## config.mk

```make
export PLATFORM = sky130hd
export DESIGN_NAME = pip_edge_unit
export DESIGN_NICKNAME = d
export VERILOG_FILES = /design/src/design/pip_pkg.sv /design/src/design/pip_edge_unit.sv
export SDC_FILE = /design/constraint.sdc
export NUM_CORES = 1
export LEC_CHECK = 0
export BUFFER_PORTS_ARGS = -buffer_cell sky130_fd_sc_hd__clkbuf_2
export CAP_MARGIN = 5
export CORE_UTILIZATION = 30
export DETAILED_ROUTE_END_ITERATION = 8
export PLACE_DENSITY = 0.53
export SYNTH_ARGS = -nofsm -noshare
export SYNTH_HDL_FRONTEND = slang
export SYNTH_SLANG_ARGS = --single-unit
```

## constraint.sdc

```tcl
create_clock -name clk -period 22.1 [get_ports clk]
set_clock_uncertainty 0.15 [all_clocks]
set_input_delay 6.63 -clock clk [delete_from_list [all_inputs] [get_ports clk]]
set_output_delay 6.63 -clock clk [all_outputs]
set_load 0.03 [all_outputs]
```

## src/design/pip_pkg.sv

```systemverilog
// Shared constants and types for the point-in-polygon test block.
// Used by the edge unit, the top level and the checker; depends on nothing.
`default_nettype none

package pip_pkg;

	localparam int MAX_VERTICES = 8;
	localparam int COORD_WIDTH  = 16;
	localparam int CFG_W        = 4;
	localparam int VIDX_W       = $clog2(MAX_VERTICES);
	localparam int CNT_W        = $clog2(MAX_VERTICES + 1);
	localparam int DIFF_W       = COORD_WIDTH + 1;
	localparam int PROD_W       = 2 * DIFF_W;
	localparam int VERT_W       = 2 * COORD_WIDTH;

	localparam logic [CFG_W-1:0] VERTEX_COUNT_RESET = CFG_W'(4);

	localparam logic CMD_WRITE = 1'b0;
	localparam logic CMD_TEST  = 1'b1;

	// Control from the sequencer to the shared edge unit.
	typedef struct packed {
		logic mul_en;   // register a new product this cycle
		logic sel_rhs;  // 0: (px - x1) * dy, 1: (x2 - x1) * (py - y1)
	} edge_ctrl_t;

endpackage

`default_nettype wire

```

## src/design/pip_edge_unit.sv

```systemverilog
// Shared edge unit: one subtract pair, one multiplier and one wide compare.
// Depends on pip_pkg; driven by the sequencer in the top level.
`default_nettype none

module pip_edge_unit
	import pip_pkg::*;
(
	input  wire logic                          clk,
	input  wire edge_ctrl_t                    ctrl,
	input  wire logic signed [COORD_WIDTH-1:0] px,
	input  wire logic signed [COORD_WIDTH-1:0] py,
	input  wire logic signed [COORD_WIDTH-1:0] x1,
	input  wire logic signed [COORD_WIDTH-1:0] y1,
	input  wire logic signed [COORD_WIDTH-1:0] x2,
	input  wire logic signed [COORD_WIDTH-1:0] y2,
	output logic                               hit
);

	logic signed [DIFF_W-1:0] op_a;
	logic signed [DIFF_W-1:0] op_b;
	logic signed [PROD_W-1:0] prod_s1;
	logic signed [PROD_W-1:0] lhs_q;
	logic                     straddle_q;
	logic                     dy_pos_q;
	logic                     left;

	always_comb begin
		if (ctrl.sel_rhs) begin
			op_a = DIFF_W'(x2) - DIFF_W'(x1);
			op_b = DIFF_W'(py) - DIFF_W'(y1);
		end else begin
			op_a = DIFF_W'(px) - DIFF_W'(x1);
			op_b = DIFF_W'(y2) - DIFF_W'(y1);
		end
	end

	// The first product of an edge moves into lhs_q while the second is formed,
	// so the comparison runs in the cycle after the second product.
	always_ff @(posedge clk) begin
		if (ctrl.mul_en) begin
			prod_s1 <= op_a * op_b;
			if (ctrl.sel_rhs) begin
				lhs_q <= prod_s1;
			end else begin
				straddle_q <= (y1 > py) != (y2 > py);
				dy_pos_q   <= (y2 > y1);
			end
		end
	end

	// A straddling edge never has dy equal to zero.
	assign left = dy_pos_q ? (lhs_q < prod_s1) : (prod_s1 < lhs_q);
	assign hit  = straddle_q & left;

endmodule

`default_nettype wire

```

Word-level counts from Yosys, hierarchy flattened. Index checks and enable logic that the tools add are counted.

Bits in registers: 70. Output and inout port bits: 1. Word-level logic and storage cells: 22.

Add/sub/neg operators: 4. Multipliers: 1. Magnitude comparators: 5. Eq/ne operators: 1. Mux-type cells: 3. Bitwise operators: 2. Reduce and logical (&&, ||, !) cells: 2.

Operators with widths (count): 34-bit less-than comparator (2); 16-bit by 16-bit subtractor with 17-bit output (4); 16-bit greater-than comparator (3); 17-bit by 17-bit multiplier with 34-bit output (1); 17-bit two-way mux (2); 2-bit AND reduction (2); 1-bit bitwise AND (1); 1-bit two-way mux (1); 1-bit != test (1); 1-bit inverter (1).

Depth between registers and ports, before layout. Gate-level depths: netlist (run 1).

Depth in word-level cells: 3. Mapped depth: 36. Gate-level depth less buffers: 33.

Worst setup path after synthesis (run 1). Ideal clock, no wire load.

Kind: input port to flip-flop. Start point: in ctrl[0] (netlist name). End point: reg prod_s1[32] (data pin). Library setup time: 0.263 ns. Arrival: 15.200 ns. Setup slack: 6.487 ns. Stages: 34. Path through: clkbuf_1 > buf_1 > clkbuf_1 > mux2_2 > ha_1 > a21o_1 > a21o_1 > a21o_1 > a221o_1 > and2_4 > o31a_1 > o31ai_4 > buf_6 > nand2_1 > fa_1 > inv_1 > fa_1 > inv_1 > fa_1 > inv_1 > fa_1 > fa_1 > inv_1 > fa_1 > inv_1 > ha_1 > a21o_1 > a21oi_1 > a21oi_1 > a211o_1 > a41oi_1 > o211ai_1 > a311oi_1 > xnor2_1.

Longest elaborated chain between the ends: 2. Elaborated cells on any way between the ends: 3. Classes of those cells: mul: 1; mux: 2.

RTL lines: from (decl) (line pip_edge_unit.sv:9) `input wire edge_ctrl_t ctrl,`; 17-bit two-way mux (line pip_edge_unit.sv:28) `if (ctrl.sel_rhs) begin`; 17-bit by 17-bit multiplier with 34-bit output (*) (line pip_edge_unit.sv:41) `prod_s1 <= op_a * op_b;`; to (signal assigned) (line pip_edge_unit.sv:41); to (decl) (line pip_edge_unit.sv:21) `logic signed [PROD_W-1:0] prod_s1;`.

Mark *: on every way between the ends. The rest lies on a longest branch, timed or not. A chain may end at the register's enable or synchronous reset.

Worst setup path after layout (run 1).
Start point: in ctrl[0] (netlist name). End point: reg prod_s1[33] (data pin).

Same word-level chain as after synthesis.

==> results of run 1 <==
==> synthesized netlist by cell type (23+ instances only) <==
library cell  instances  share of area [%]
a21o_1               39                1.7
ha_1                183                 14
fa_1                299                 35
edfxtp_1             70                 12
xor2_1               24                1.2
and2_1               31                1.1
o21ai_0              36                1.1
nand2b_1             23               0.85
inv_1               399                8.9
a21oi_1              58                1.7
nand2_1             151                3.4
xnor2_1              49                2.5
nand3_1              39                1.2
nor2_1              138                3.1
clkbuf_1             27               0.60
==> metal layers <==
metal,track usage [%],routed length (microns)
met2,28.8,21300
met1,20.6,19200
met3,2.27,1990
met4,5.89,1630
met5,0,0
==> cell families after synthesis <==
family,Yosys count,synth area share (%)
and+or+nand+nor,491,13.7
adders and majority gates,482,49.1
buffers and inverters,439,9.90
AOI/OAI and AO/OA,241,9.62
xor gates and xnor gates,73,3.79
DFF,70,12.5
muxes,22,1.42
==> per-stage QoR <==
| stage | instance area (sq um) | setup WS [ps] | instances | utilization [%] | hold WS (ps) |
|---|---|---|---|---|---|
| 6_report | 18600 | 6330 | 2661 | 33.7 | 301 |
| 5_1_grt | 18600 | 5620 | 2661 | 33.7 | 317 |
| 4_1_cts | 18600 | 6290 | 2661 | 33.7 | 306 |
| 3_5_place_dp | 18300 | 5960 | 2645 | 33.1 | 293 |
| 3_3_place_gp | 18300 | 6100 | 2645 | 33.1 | 287 |
| 2_1_floorplan | 16900 | 6490 | 1818 | - | 276 |
==> layout make-up <==
class	count	area [sq um]
flip-flops and latches	70	2100
repair buffers	119	646
fillers	5785	36700
multi-input cells	1309	13100
well taps	748	936
inverters	399	1500
clock inverters	7	105
clock buffers	9	225
==> worst paths after layout <==
check | from | end | cells after the start
worst max register to register | prod_s1[31] | lhs_q[31] | 0
worst min-delay path | prod_s1[5] | lhs_q[5] | 0
worst max-delay path | ctrl[0] | prod_s1[33] | 31
worst min register to register | prod_s1[5] | lhs_q[5] | 0
==> registers in the layout, indices dropped and copies added (netlist names) <==
| register | cells |
|---|---|
| dy_pos_q | 1 |
| lhs_q | 34 |
| prod_s1 | 34 |
| straddle_q | 1 |
==> flow_metrics.env, run 1 <==
export IMPL_clkSinkCount=70
export IMPL_routed_wl_microns=44200
export IMPL_cp_max_fo=44
export IMPL_dr_pass1_iters=5
export IMPL_synthDistinctLibCells=68
export IMPL_worst_path_buf_inv=7
export IMPL_cp_start_kind="primary input"
export IMPL_grt_overflow_total=0
export IMPL_layout_commonest_cell="inv_1"
export IMPL_rsz0062_at_grt="no"
export IMPL_slew_headroom_pct=18.5
export IMPL_wl_per_cell_microns=16.6
export IMPL_slew_violations=0
export IMPL_grt_pass1_vias=14000
export IMPL_yosysWarnings=0
export IMPL_avgSynthCellArea_sq_um=9.28
export IMPL_final_antenna_net_count=0
export IMPL_cts_path_max_buffers=2
export IMPL_hold_class="flop to flop"
export IMPL_cp_end_kind="flop"
export IMPL_ctsResizeCount=0
export IMPL_num_antenna_cells=0
export IMPL_fin_crit_ps=15770
export IMPL_avgViaCountPerCell=4.82
export IMPL_antenna_found_initial=0
export IMPL_dieHeight_microns=239
export IMPL_ios=100
export IMPL_die_area_sq_um=57200
export IMPL_clockRootBuffer="clkbuf_16"
export IMPL_cpMaxStageDelayCell="xnor2_1"
export IMPL_rrSetupSlack_ps=21230
export IMPL_htreeDepth=3
export IMPL_setup_viol=0
export IMPL_cts_buffers=9
export IMPL_gp_congestion=0.876
export IMPL_final_cell_mix="399 x inv_1, 299 x fa_1, 183 x ha_1"
export IMPL_vias=12800
export IMPL_path_clk_slew_ps=70
export IMPL_fp_dieW_microns=239
export IMPL_finalNetCount=2489
export IMPL_drive_above_1_share_pct=9.25
export IMPL_mappedNetlistArea_sq_um=16900
export IMPL_core_sq_um=55300
export IMPL_rows=86
export IMPL_place_hpwl_microns=38000
export IMPL_synthFlopType="edfxtp_1"
export IMPL_start_util_pct=30.5
export IMPL_synth_edf_count=70
export IMPL_ctsHoldBuffers=0
export IMPL_insertion_delay_ps=330
export IMPL_worst_setup_path_type="primary input to flop"
export IMPL_syn_num_nets=2399
export IMPL_yosys_register_bits=70
export IMPL_port_buffers=99
export IMPL_status="complete, no violations"
export IMPL_area_growth_pct=10.4
export IMPL_grt_total_usage_pct=16.5
export IMPL_crit_required_ps=22130
export IMPL_finalHoldViolations=0
export IMPL_min_period_over_period_pct=71.4
export IMPL_cap_violations=0
export IMPL_grt_pass1_wl_microns=73500
export IMPL_grt_max_degree=45
export IMPL_drt_iter0_markers=669
export IMPL_tritoncts="built"
export IMPL_synthArstFlopShare_pct=0
export IMPL_clock_fmax_mhz=63.4
export IMPL_syn_inst=1818
export IMPL_post_cts_setup_buffers=0
export IMPL_route_detailed_drc=0
export IMPL_cp_common_cell="fa_1"
export IMPL_cpPeakStageDelay_ps=950
export IMPL_arrival_ps=15810
export IMPL_tightestPinTransition_ps=1210
export IMPL_yosysSeqAreaShare_pct=12.5
export IMPL_cp_top_family="adder cells"
export IMPL_finalSetupTns_ps=0
Power of run 1 is left out: the tool's default activity adds up to more than one toggle a clock period on the data nets, which glitch-free logic cannot reach.
==> run 2: changes to the inputs <==
==> constraint.sdc (replaced) <==
create_clock -name clk -period 14.74 [get_ports clk]
set_clock_uncertainty 0.15 [all_clocks]
set_input_delay 4.422 -clock clk [delete_from_list [all_inputs] [get_ports clk]]
set_output_delay 4.422 -clock clk [all_outputs]
set_load 0.03 [all_outputs]
==> run 2 against run 1 <==
  * Via count shrank 0.23%
  * Global-route usage grew 0.15 points
  * Clock-buffer cell count increased by 1
  * Register-to-register slack worse by 7400 ps
  * Flip-flop and latch count unchanged
  * Hold slack got worse by 1.8 ps
  * Non-clock buffer count is 5 higher
  * First-iteration DRC count down 8.2%
  * Sequential share of layout area about the same
  * Setup slack worse by 5400 ps
  * Cell count increased by 0.15%
==> flow_metrics.env, run 2 (synthesis results as in run 1) <==
export IMPL_status="complete, no violations"
export IMPL_clock_fmax_mhz=72.6
export IMPL_fin_area_sq_um=18600
export IMPL_port_buffers=99
export IMPL_post_cts_setup_buffers=0
export IMPL_final_antenna_net_count=0
export IMPL_htreeDepth=3
export IMPL_routed_wl_microns=45300
export IMPL_route_detailed_drc=0
export IMPL_final_cell_mix="399 x inv_1, 299 x fa_1, 183 x ha_1"
export IMPL_drive_above_1_share_pct=9.34
export IMPL_worst_setup_path_type="primary input to flop"
export IMPL_cp_top_family="adder cells"
export IMPL_min_period_over_period_pct=93.4
export IMPL_worstReg2RegEnd="lhs_q[33]"
export IMPL_drt_iter0_markers=614
export IMPL_worst_path_buf_inv=7
export IMPL_r2r_start="prod_s1[33]"
export IMPL_path_clk_slew_ps=60
export IMPL_slew_violations=0
export IMPL_cap_violations=0
export IMPL_cp_end_kind="flop"
export IMPL_area_growth_pct=10.3
export IMPL_finalSetupTns_ps=0
export IMPL_arrival_ps=13790
export IMPL_grt_max_degree=37
export IMPL_grt_total_usage_pct=16.6
export IMPL_layout_commonest_cell="inv_1"
export IMPL_reg_largest_list="lhs_q: 34 flops, prod_s1: 34 flops"
export IMPL_vias=12800
export IMPL_crit_required_ps=14760
export IMPL_cts_path_max_buffers=2
export IMPL_seq_area_sq_um=2100
export IMPL_num_antenna_cells=0
export IMPL_insertion_delay_ps=340
export IMPL_tritoncts="built"
export IMPL_cp_start_kind="primary input"
export IMPL_gp_congestion=0.907
export IMPL_antenna_found_initial=0
export IMPL_cp_max_fo=24
export IMPL_rsz0062_at_grt="no"
export IMPL_slew_headroom_pct=19.2
export IMPL_finalHoldViolations=0
export IMPL_n_fill_cell=5770
export IMPL_placed_area_sq_um=18300
export IMPL_clockRootBuffer="clkbuf_16"
export IMPL_tightestPinTransition_ps=1200
export IMPL_grt_pass1_vias=13900
export IMPL_cts_buffers=9
export IMPL_worstHoldPathCells=0
export IMPL_multiInputGateArea_sq_um=13100
export IMPL_place_hpwl_microns=38700
export IMPL_rows=86
export IMPL_core_sq_um=55300
export IMPL_critical_path_depth=30
export IMPL_dr_pass1_iters=5
export IMPL_finalNetCount=2494
export IMPL_cpPeakStageDelay_ps=940
export IMPL_die_area_sq_um=57200
export IMPL_grt_pass1_wl_microns=74100
export IMPL_fp_dieW_microns=239
export IMPL_start_util_pct=30.5
export IMPL_hold_class="flop to flop"
export IMPL_avgViaCountPerCell=4.80
export IMPL_clkSinkCount=70
export IMPL_ios=100
export IMPL_ctsResizeCount=0
export IMPL_reg2regPathDepth=0
export IMPL_cpMaxStageDelayCell="xnor2_1"
export IMPL_wl_per_cell_microns=17.0
export IMPL_cp_common_cell="fa_1"
export IMPL_rrSetupSlack_ps=13880
export IMPL_setup_viol=0
export IMPL_grt_overflow_total=0
export IMPL_endpoint="prod_s1[33]"
export IMPL_crit_start="ctrl[0]"
export IMPL_fin_crit_ps=13770
export IMPL_dieHeight_microns=239
export IMPL_ctsHoldBuffers=0
==> run 2: worst min-delay path by stage <==
stage               start  slack, ps        to
6_report       prod_s1[0]        300  lhs_q[0]
5_1_grt        prod_s1[0]        310  lhs_q[0]
4_1_cts        prod_s1[0]        300  lhs_q[0]
3_5_place_dp   prod_s1[0]        290  lhs_q[0]
3_3_place_gp   prod_s1[0]        290  lhs_q[0]
2_1_floorplan  prod_s1[0]        280  lhs_q[0]
==> run 2: layer usage <==
metal	vias up	global-route usage [%]	wire (microns)
met5	-	0	0
met4	0	3.96	921
met3	49	1.64	1960
met2	328	29.2	22000
met1	6422	21.8	20500
li1	6005	-	-
==> run 2: final cells by class <==
class | instances | share of cell area, %
multi-input combinational | 1309 | 70.5
clock inverter | 5 | 0.195
inverter | 399 | 8.05
clock buffer | 10 | 1.23
tap | 748 | 5.03
timing repair buffer | 124 | 3.67
sequential | 70 | 11.3
==> run 2: through the flow <==
step / util (%) / setup slack (ps) / hold slack [ps] / cells
final: 33.6 / 969 / 299 / 2665
after CTS: 33.6 / 991 / 300 / 2665
after detailed placement: 33.1 / 644 / 287 / 2650
after floorplan: - / 1340 / 276 / 1818
after global routing: 33.6 / 423 / 312 / 2665
after global placement: 33.1 / 891 / 286 / 2650
Power of run 2 is left out for the same reason.
==> run 3: changes to the inputs <==
--- a/config.mk
+++ b/config.mk
@@ -7,9 +7,11 @@
 export LEC_CHECK = 0
 export BUFFER_PORTS_ARGS = -buffer_cell sky130_fd_sc_hd__clkbuf_2
 export CAP_MARGIN = 5
+export CELL_PAD_IN_SITES_DETAIL_PLACEMENT = 1
+export CELL_PAD_IN_SITES_GLOBAL_PLACEMENT = 2
 export CORE_UTILIZATION = 30
 export DETAILED_ROUTE_END_ITERATION = 8
-export PLACE_DENSITY = 0.53
+export PLACE_DENSITY = 0.72
 export SYNTH_ARGS = -nofsm -noshare
 export SYNTH_HDL_FRONTEND = slang
 export SYNTH_SLANG_ARGS = --single-unit
==> run 3 against run 2 <==
  * Critical path depth is 3 lower
  * Die area stayed put
  * Global-route usage is 1.3 points higher
  * Sequential share of layout area hardly changed
  * Utilization is 0.14 points higher
  * Clock-buffer cell count is 1 lower
  * Non-clock buffer count is 7 higher
  * Setup slack better by 450 ps
  * First-iteration DRC count is 17% lower
  * Register-to-register slack hardly changed
  * Maximum frequency is 3.4% higher
==> flow_metrics.env, run 3 (synthesis results as in run 1) <==
export IMPL_status="complete, no violations"
export IMPL_port_buffers=99
export IMPL_cts_buffers=9
export IMPL_fp_dieW_microns=239
export IMPL_setup_viol=0
export IMPL_clock_fmax_mhz=75.1
export IMPL_rsz0062_at_grt="no"
export IMPL_grt_pass1_vias=14600
export IMPL_dr_wl_met3_microns=1040
export IMPL_dieHeight_microns=239
export IMPL_slew_violations=0
export IMPL_clockRootBuffer="clkbuf_16"
export IMPL_finalHoldViolations=0
export IMPL_drive_above_1_share_pct=9.82
export IMPL_cts_path_max_buffers=2
export IMPL_pre_cts_slack_ps=977
export IMPL_cap_violations=0
export IMPL_grt_max_degree=37
export IMPL_post_cts_setup_buffers=0
export IMPL_final_antenna_net_count=0
export IMPL_gp_congestion=0.841
export IMPL_cp_start_kind="primary input"
export IMPL_start_util_pct=30.5
export IMPL_arrival_ps=13370
export IMPL_crit_required_ps=14790
export IMPL_min_period_over_period_pct=90.4
export IMPL_area_growth_pct=10.7
export IMPL_finalNetCount=2501
export IMPL_wl_met2_microns=24200
export IMPL_routed_wl_microns=48900
export IMPL_vias=12800
export IMPL_ios=100
export IMPL_dr_pass1_iters=5
export IMPL_avgViaCountPerCell=4.78
export IMPL_worst_setup_path_type="primary input to flop"
export IMPL_drt_iter0_markers=509
export IMPL_finalSetupTns_ps=0
export IMPL_wl_per_cell_microns=18.3
export IMPL_hold_class="flop to flop"
export IMPL_grt_pass1_wl_microns=79300
export IMPL_routed_top_layer="met4"
export IMPL_place_hpwl_microns=41900
export IMPL_insertion_delay_ps=360
export IMPL_ctsHoldBuffers=0
export IMPL_tritoncts="built"
export IMPL_slew_headroom_pct=15.4
export IMPL_reg_largest_list="lhs_q: 34 flops, prod_s1: 34 flops"
export IMPL_grt_total_usage_pct=18.0
export IMPL_grt_overflow_total=0
export IMPL_path_clk_slew_ps=70
export IMPL_die_area_sq_um=57200
export IMPL_ctsResizeCount=0
export IMPL_cp_max_fo=17
export IMPL_core_sq_um=55300
export IMPL_htreeDepth=3
export IMPL_layout_commonest_cell="inv_1"
export IMPL_timing_final_ws_setup_ps=1420
export IMPL_final_cell_mix="399 x inv_1, 299 x fa_1, 183 x ha_1"
export IMPL_tightestPinTransition_ps=1240
export IMPL_antenna_found_initial=0
export IMPL_route_detailed_drc=0
export IMPL_clkSinkCount=70
export IMPL_cp_end_kind="flop"
export IMPL_m1WireLength_microns=22800
export IMPL_fin_crit_ps=13320
export IMPL_rows=86
## run 3: cell count changes in the layout (fill, tap and decap cells not counted), sizes merged
cell    delta
clkinv     -2
inv        +4
buf        +7
diode      +1
clkbuf     -1
## run 3: area by class of cell
class	instances	area (sq um)
flip-flops and latches	70	2100
multi-input cells	1309	13100
fillers	6576	36600
repair buffers	131	736
inverters	399	1500
clock buffers	9	225
clock inverters	7	63.8
diodes	1	2.50
well taps	748	936
## run 3: worst max-delay path, cell delays in order
cell and delay [ps]:
clkbuf_2 340, buf_4 330, mux2_2 370, ha_1 340, nand2b_1 110, a21boi_0 110
o21ai_0 260, a21o_1 210, a21oi_1 110, o31a_1 340, o31ai_4 650, nand2_1 300
fa_1 600, inv_1 70, fa_1 760, fa_1 510, fa_1 570, fa_1 430
fa_1 440, ha_1 350, a2111oi_0 420, o21a_1 180, o21ai_0 80, a41oi_1 360
a211oi_1 160, or2_2 340, o211ai_1 190
## run 3: per-layer routing
layer	track usage (%)	vias to the layer above
met3	1.18	39
met1	23.6	6547
met2	32.2	172
met4	3.83	0
met5	0	-
li1	-	6023
## run 3: worst paths after layout
path                             startpoint          end  slack, ps  cells past startpoint
worst min-delay path            prod_s1[10]    lhs_q[10]        310                      0
worst max register to register  prod_s1[33]    lhs_q[33]      13880                      0
worst min register to register  prod_s1[10]    lhs_q[10]        310                      0
worst max-delay path                ctrl[0]  prod_s1[33]       1420                     27
## run 3: metrics by stage
stage          cell area, sq um  hold slack (ps)  utilization [%]  std cells
2_1_floorplan             16900              276                -       1818
3_3_place_gp              18400              289             33.2       2657
3_5_place_dp              18400              295             33.2       2657
4_1_cts                   18700              309             33.8       2673
5_1_grt                   18700              322             33.8       2673
6_report                  18700              308             33.8       2674
Power of run 3 is left out for the same reason.
